$ cat config.mk
export PLATFORM = sky130hd
export DESIGN_NAME = dtq_chain
export DESIGN_NICKNAME = d
export VERILOG_FILES = /design/src/rtl/core/dtq_pkg.sv /design/src/rtl/core/dtq_cell.sv /design/src/rtl/core/dtq_chain.sv
export SDC_FILE = /design/constraint.sdc
export NUM_CORES = 2
export LEC_CHECK = 0
export BUFFER_PORTS_ARGS = -buffer_cell sky130_fd_sc_hd__buf_4
export CAP_MARGIN = 20
export CORE_MARGIN = 3
export CORE_UTILIZATION = 43
export CTS_BUF_LIST = sky130_fd_sc_hd__clkbuf_16
export CTS_CLUSTER_SIZE = 8
export DETAILED_ROUTE_END_ITERATION = 8
export GPL_ROUTABILITY_DRIVEN = 0
export GPL_TIMING_DRIVEN = 0
export SYNTH_ARGS = -nofsm -noshare
export SYNTH_HDL_FRONTEND = slang
export SYNTH_SLANG_ARGS = --single-unit
$ cat constraint.sdc
create_clock -name clk -period 7.2 [get_ports clk]
set_input_delay 0 -clock clk [delete_from_list [all_inputs] [get_ports clk]]
set_output_delay 0 -clock clk [all_outputs]
set_load 0.005 [all_outputs]
$ cat src/rtl/core/dtq_pkg.sv
// ----------------------------------------------------------------------------
// dtq_pkg: shared types and constants of the deadline timer queue
// Entry layout, cell control, operation and result codes, divider constants.
// ----------------------------------------------------------------------------
package dtq_pkg;

    localparam int TIME_W    = 64;
    localparam int HANDLER_W = 8;
    localparam int TAG_W     = 16;
    localparam int MS_W      = 32;
    localparam int HZ_W      = 32;

    // Division of a 32-bit value by 1000: multiply by ceil(2^38/1000), keep bits 38 and up.
    localparam int                DIV_SHIFT = 38;
    localparam int                MAGIC_W   = 29;
    localparam logic [MAGIC_W-1:0] DIV_MAGIC = 29'd274877907;
    localparam int                DIVP_W    = HZ_W + MAGIC_W;
    localparam int                Q_W       = DIVP_W - DIV_SHIFT;

    // Idle compare period: ten seconds of timebase ticks.
    localparam int               HZ10_W     = HZ_W + 4;
    localparam logic [3:0]       IDLE_SECS  = 4'd10;

    localparam int PROD_W = Q_W + MS_W;

    localparam logic OP_ARM  = 1'b0;
    localparam logic OP_TICK = 1'b1;

    localparam logic [1:0] KIND_EXPIRED = 2'd0;
    localparam logic [1:0] KIND_COMPARE = 2'd1;
    localparam logic [1:0] KIND_REJECT  = 2'd2;

    localparam int         ADDR_W       = 3;
    localparam logic       REG_TIMEBASE = 1'b0;

    typedef struct packed {
        logic [TIME_W-1:0]    deadline;
        logic [HANDLER_W-1:0] handler;
        logic [TAG_W-1:0]     tag;
    } entry_t;

    typedef struct packed {
        logic ins;
        logic pop;
    } cell_ctrl_t;

endpackage

$ cat src/rtl/core/dtq_cell.sv
// ----------------------------------------------------------------------------
// dtq_cell: one slot of the sorted deadline chain
// Holds one entry; on insert it takes the new entry or its lower neighbor's,
// on pop it takes its upper neighbor's.
// ----------------------------------------------------------------------------
module dtq_cell
(
    input  logic               clk,
    input  dtq_pkg::cell_ctrl_t ctrl,
    input  logic               occupied,
    input  logic               prev_after,
    input  dtq_pkg::entry_t    new_entry,
    input  dtq_pkg::entry_t    prev_entry,
    input  dtq_pkg::entry_t    next_entry,
    output dtq_pkg::entry_t    entry,
    output logic               after
);

    dtq_pkg::entry_t entry_reg;
    dtq_pkg::entry_t entry_next;

    // This slot lies at or behind the insert position; ties stay in front.
    assign after = !occupied || (entry_reg.deadline > new_entry.deadline);

    always_comb
    begin
        entry_next = entry_reg;
        if (ctrl.ins && after)
        begin
            entry_next = prev_after ? prev_entry : new_entry;
        end
        else if (ctrl.pop)
        begin
            entry_next = next_entry;
        end
    end

    always_ff @(posedge clk)
    begin
        entry_reg <= entry_next;
    end

    assign entry = entry_reg;

endmodule

$ cat src/rtl/core/dtq_chain.sv
// ----------------------------------------------------------------------------
// dtq_chain: row of DEPTH cells kept sorted by deadline
// Wires each cell to its neighbors and derives slot occupancy from the count.
// ----------------------------------------------------------------------------
module dtq_chain #(
    parameter int DEPTH = 16,
    parameter int CW    = $clog2(DEPTH + 1)
)
(
    input  logic                clk,
    input  logic                rst_n,
    input  dtq_pkg::cell_ctrl_t ctrl,
    input  logic [CW-1:0]       count,
    input  dtq_pkg::entry_t     new_entry,
    output dtq_pkg::entry_t     head,
    output logic                head_after
);

    dtq_pkg::entry_t entries [DEPTH];
    logic            after   [DEPTH];

    genvar i;
    generate
        for (i = 0; i < DEPTH; i++)
        begin : g_cell
            dtq_cell u_cell
            (
                .clk        (clk),
                .ctrl       (ctrl),
                .occupied   (count > CW'(i)),
                .prev_after ((i == 0) ? 1'b0 : after[(i == 0) ? 0 : i - 1]),
                .new_entry  (new_entry),
                .prev_entry ((i == 0) ? new_entry : entries[(i == 0) ? 0 : i - 1]),
                .next_entry ((i == DEPTH - 1) ? entries[i] :
                             entries[(i == DEPTH - 1) ? i : i + 1]),
                .entry      (entries[i]),
                .after      (after[i])
            );
        end
    endgenerate

    assign head       = entries[0];
    assign head_after = after[0];

    // The two front slots, when both hold entries, are in deadline order.
    a_front_sorted: assert property (@(posedge clk) disable iff (!rst_n)
        (count >= CW'(2)) |-> (entries[0].deadline <= entries[1].deadline))
        else $error("front of deadline chain out of order");

endmodule

; ---- Yosys cells after proc, flatten, opt, wreduce, memory -nomap -nowiden
; Index checks and enable logic that the tools add are counted.
[totals]
word_cells = 188
reg_bits = 1408
output_inout_bits = 89
input_bits = 97
[op_classes]
magnitude_cmp = 32
reduce_logical = 63
n_mux = 45
[op_table]
columns = op, count
row1 = $mux W88, 45
row2 = $gt A64 B64 Y1, 16
row3 = $gt A5 B4 Y1 const B, 8
row4 = $reduce_bool A2 Y1, 15
row5 = $gt A5 B3 Y1 const B, 4
row6 = $logic_and A1 B1 Y1, 16
row7 = $logic_not A1 Y1, 16
row8 = $logic_or A1 B1 Y1, 16
row9 = $gt A5 B1 Y1 const B, 2
row10 = $gt A5 B2 Y1 const B, 2

; ---- Depth between registers and ports, before layout
[depth]
ltp_word = 5
mapped_depth = 14
depth_no_buf = 10

; ---- Modules after synthesis
; A second synthesis with hierarchy kept.
[unflattened]
cells_unflattened = 16556
hier_area_um2 = 141001.5
[by_module_without_submodules]
columns = module, seq_area_each_um2, area_each_um2, instances, cells_per_inst
row1 = dtq_cell, 2642.5, 8803.4, 16, 1033
row2 = dtq_chain, 0.0, 146.4, 1, 28

; ---- Worst setup path after synthesis
; OpenSTA, ideal clock, no wires.
[synth_path]
path_kind = register to register
startpoint = reg g_cell[15].u_cell.entry_reg, in the netlist g_cell[15].u_cell.entry[87]
endpoint = reg g_cell[15].u_cell.entry_reg, in the netlist g_cell[15].u_cell.entry[0] (enable)
required_ps = 6613
setup_ps = 587
path_buffers = 0
period_less_slack_ps = 6746
arrival_ps = 6159
path_slack_ps = 454
stages_incl_launch_ff = 10
path_cell_list = edfxtp_1 ha_1 nand3_1 nor2_1 nand2_1 nor3_1 nand2_1 or3_1 a41o_1 a31oi_1
[synth_via]
elab_chain_len = 3
[synth_rtl]
columns = item, line_no
row1 = start: declaration, dtq_cell.sv:19  ; dtq_pkg::entry_t entry_reg;
row2 = start signal: assignment, dtq_cell.sv:40  ; entry_reg <= entry_next;
row3 = $gt A64 B64 Y1, dtq_cell.sv:23  ; assign after = !occupied || (entry_reg.deadline > new_entry.deadline);
row4 = $logic_or A1 B1 Y1, dtq_cell.sv:23
row5 = $logic_and A1 B1 Y1, dtq_cell.sv:28  ; if (ctrl.ins && after)
; No other way between the ends.
; A chain may end at the register's enable or synchronous reset.

; ---- Final worst setup path
[layout_path]
startpoint = reg g_cell[14].u_cell.entry_reg, in the netlist g_cell[14].u_cell.entry[43]
endpoint = reg g_cell[14].u_cell.entry_reg, in the netlist g_cell[14].u_cell.entry[56] (enable)
[layout_via]
elab_chain_len = 4
[layout_rtl]
columns = item, line_no
row1 = start: declaration, dtq_cell.sv:19
row2 = start signal: assignment, dtq_cell.sv:40
row3 = $gt A64 B64 Y1, dtq_cell.sv:23
row4 = $logic_or A1 B1 Y1, dtq_cell.sv:23
row5 = $logic_and A1 B1 Y1, dtq_cell.sv:28
row6 = $reduce_bool A2 Y1 (no line), --
; No other way between the ends.

==> impl_metrics.yaml <==
pwr:
  vdd_drop_max_uv: 269
  total_power_mw: 46.9
  p_sw_share_pct: 42.0
  combPwrFrac_pct: 44.9
  power.leakage_nw: 43.9
  p_switching_mw: 19.7
  pwr-share-clk_pct: 18.3
  seqPwrFrac_pct: 36.8
  p_int_mw: 27.2
  p_per_area_nw_per_um2: 442
clock_network:
  clk_pin_slew_ns: 0.05
  cts_buffer_depth: 3
  htree_levels: 4
  cts-buffers-inserted: 195
  clock_latency_ns: 0.90
  cts_tree: "done"
  cts_setup_buffers: 0
  root_buffer: "clkbuf_16"
  cts_sinks: 1408
sta:
  worstMarginPinSlew_ns: 1.29
  skew_ns: 0.0653
  setup_viol: 197
  hold_slack_ns: 0.0864
  period_share_pct: 103
  finalHoldViolations: 0
  fin_setup_tns_ns: -19.05
  fmax_ghz: 0.135
  setup_slack_ns: -0.214
  grt_setup_unrepaired: "no"
  drv_slew: 0
  fin_crit_ns: 7.41
  slew_headroom_pct: 13.8
synthesis:
  synth.area.top_cells: "edfxtp_1 45%, ha_1 14%, mux2i_1 12%, a21oi_1 7.9%, nor2_1 4.6%"
  synthesis.area_um2: 93100
  synth-edff-count: 1408
  yosysWarnings: 0
  ys_ff_latch: 1408
  syn_nets: 9816
  synth-async-reset-ratio_pct: 0
  ys_types: 71
  synthFlopType: "edfxtp_1"
  synthCells: 8695
  ys_seq_area_share_pct: 45.4
  synth_top_area_share_pct: 45.4
  ys_top_cells_by_count: "1463 x a21oi_1, 1408 x edfxtp_1, 1147 x mux2i_1, 1147 x nor2_1, 1024 x ha_1"
  synth.largest_area_cell: "edfxtp_1"
  avgSynthCellArea_um2: 10.7
  yosysMostFrequentCell: "a21oi_1"
grt:
  antenna_found_initial: 41
  grt_pass1_wl_mm: 530
  overflow: 0
  grt_max_degree: 51
  grt_pass1_vias: 76502
  track_usage_pct: 32.4
floorplanning:
  dieArea_um2: 222000
  core_area_um2: 215000
  rows: 170
  start_util_pct: 43.3
  pin_count: 186
  die_y_um: 471
  fp.dieW_um: 471
routing:
  via_per_inst: 6.38
  vias: 77547
  drtPass1Iterations: 8
  routed_wl_mm: 372
  drc: 0
  drt-initial-drc-count: 9685
  antenna_left: 0
  avgRoutedWirePerCell_um: 30.6
outcome:
  failed_checks: "negative setup slack"
  outcome: "complete, but fails checks"
layout:
  final_layout_size_suffix_gt1_share_pct: 11.1
  utilization_pct: 49.3
  area_delta_synth_final_pct: 13.9
  largest_reg_flops: 1408
  nNetsFinal: 10382
  fin_cells: 12158
worst_hold_path:
  hold_class: "input pin to flip-flop"
critical_path:
  start_kind: "flip-flop"
  cp-end-kind: "flip-flop"
  critPathRequiredTime_ns: 7.72
  criticalPathCategory: "flip-flop to flip-flop"
  critPathArrivalTime_ns: 7.94
  crit_fanout: 32
run:
  max_cap_viol_count: 0
place:
  dpl.cell_count: 11801
  io_buffers: 182
  dp_hpwl_mm: 284
-- placed cells by master, fill, tap and decap left out, types with 27 or more instances in the layout --
master         instances
diode_2               33
ha_1                1024
buf_1                 40
buf_4                290
o21ai_0              277
mux2i_1             1147
clkbuf_1             340
nor4_1                37
a211oi_1              27
a21oi_1             1463
clkbuf_16            196
nor2_1              1141
inv_1                136
nand2_1              386
a221oi_1              36
nand3_1              104
edfxtp_1            1408
nor3_1                53
mux2_2               267
nand4_1              221
buf_2                122
a21o_1                64
dlygate4sd3_1         92
-- critical path, stage by stage (launching register included) --
cell and delay, ns:
edfxtp_1 0.45, ha_1 0.36, nand2_1 0.06, o21ai_0 0.60
a211oi_1 0.38, o31ai_1 1.07, a32oi_1 0.32, a21oi_4 0.93
nand2_2 0.76, buf_2 0.54, buf_1 0.55, nand2b_4 0.64
buf_16 0.29
-- kinds of logic after synthesis --
kind of cell,Yosys count,synth area share (%)
compound gates,2026,11.8
simple gates,2081,9.79
fa+ha+maj,1024,13.8
buf+inv,724,3.46
mux,1432,15.8
flops,1408,45.4
-- routing by layer --
| layer | vias up | global-route usage [%] | wire length, µm |
|---|---|---|---|
| li1 | 33885 | - | - |
| met5 | - | 0 | 102 |
| met4 | 16 | 21.0 | 27500 |
| met3 | 1037 | 7.43 | 37800 |
| met1 | 38186 | 41.3 | 144000 |
| met2 | 4423 | 49.6 | 163000 |
-- power by group through the flow --
stage | logic (mW) | clock network (mW) | registers [mW]
finish | 21.0 | 8.59 | 17.3
global route | 22.7 | 8.96 | 17.6
CTS | 20.5 | 8.63 | 17.1
detailed placement | 20.4 | 0 | 17.2
global placement | 19.2 | 0 | 17.3
floorplan | 13.5 | 0 | 15.9
-- path summary, 6_finish.rpt --
| kind | startpoint | end | slack (ns) | cells past startpoint |
|---|---|---|---|---|
| min | new_entry[49] | g_cell[15].u_cell.entry[49]$_DFFE_PP_ | 0.09 | 3 |
| max reg2reg | g_cell[14].u_cell.entry[43]$_DFFE_PP_ | g_cell[14].u_cell.entry[56]$_DFFE_PP_ | -0.21 | 12 |
| max | g_cell[14].u_cell.entry[43]$_DFFE_PP_ | g_cell[14].u_cell.entry[56]$_DFFE_PP_ | -0.21 | 12 |
| min reg2reg | g_cell[15].u_cell.entry[2]$_DFFE_PP_ | g_cell[14].u_cell.entry[2]$_DFFE_PP_ | 0.54 | 1 |
-- final cells by class --
type	count	area, µm²
fillers	19682	109000
multi-input cells	6564	47900
flip-flops and latches	1408	42300
clock buffers	196	4900
repair buffers	368	3760
well taps	2838	3550
plain buffers	598	2770
inverters	126	473
clock inverters	27	404
diodes	33	82.6
-- metrics by stage --
stage               instance area, µm²  setup slack, ns
CTS                             106000           0.0126
global placement                 98000            -6.83
global route                    106000           0.0759
detailed placement               99700           -0.680
floorplan                        93100            0.454
finish                          106000           -0.214
-- what timing repair did --
action	in CTS	in global routing
endpoints found under the setup margin	169	48
cloned	0	1
resized for setup	3	1
pin swaps	0	1
hold endpoints to repair	780	0
hold buffers	92	0
Power figures use the tool's default switching activity.
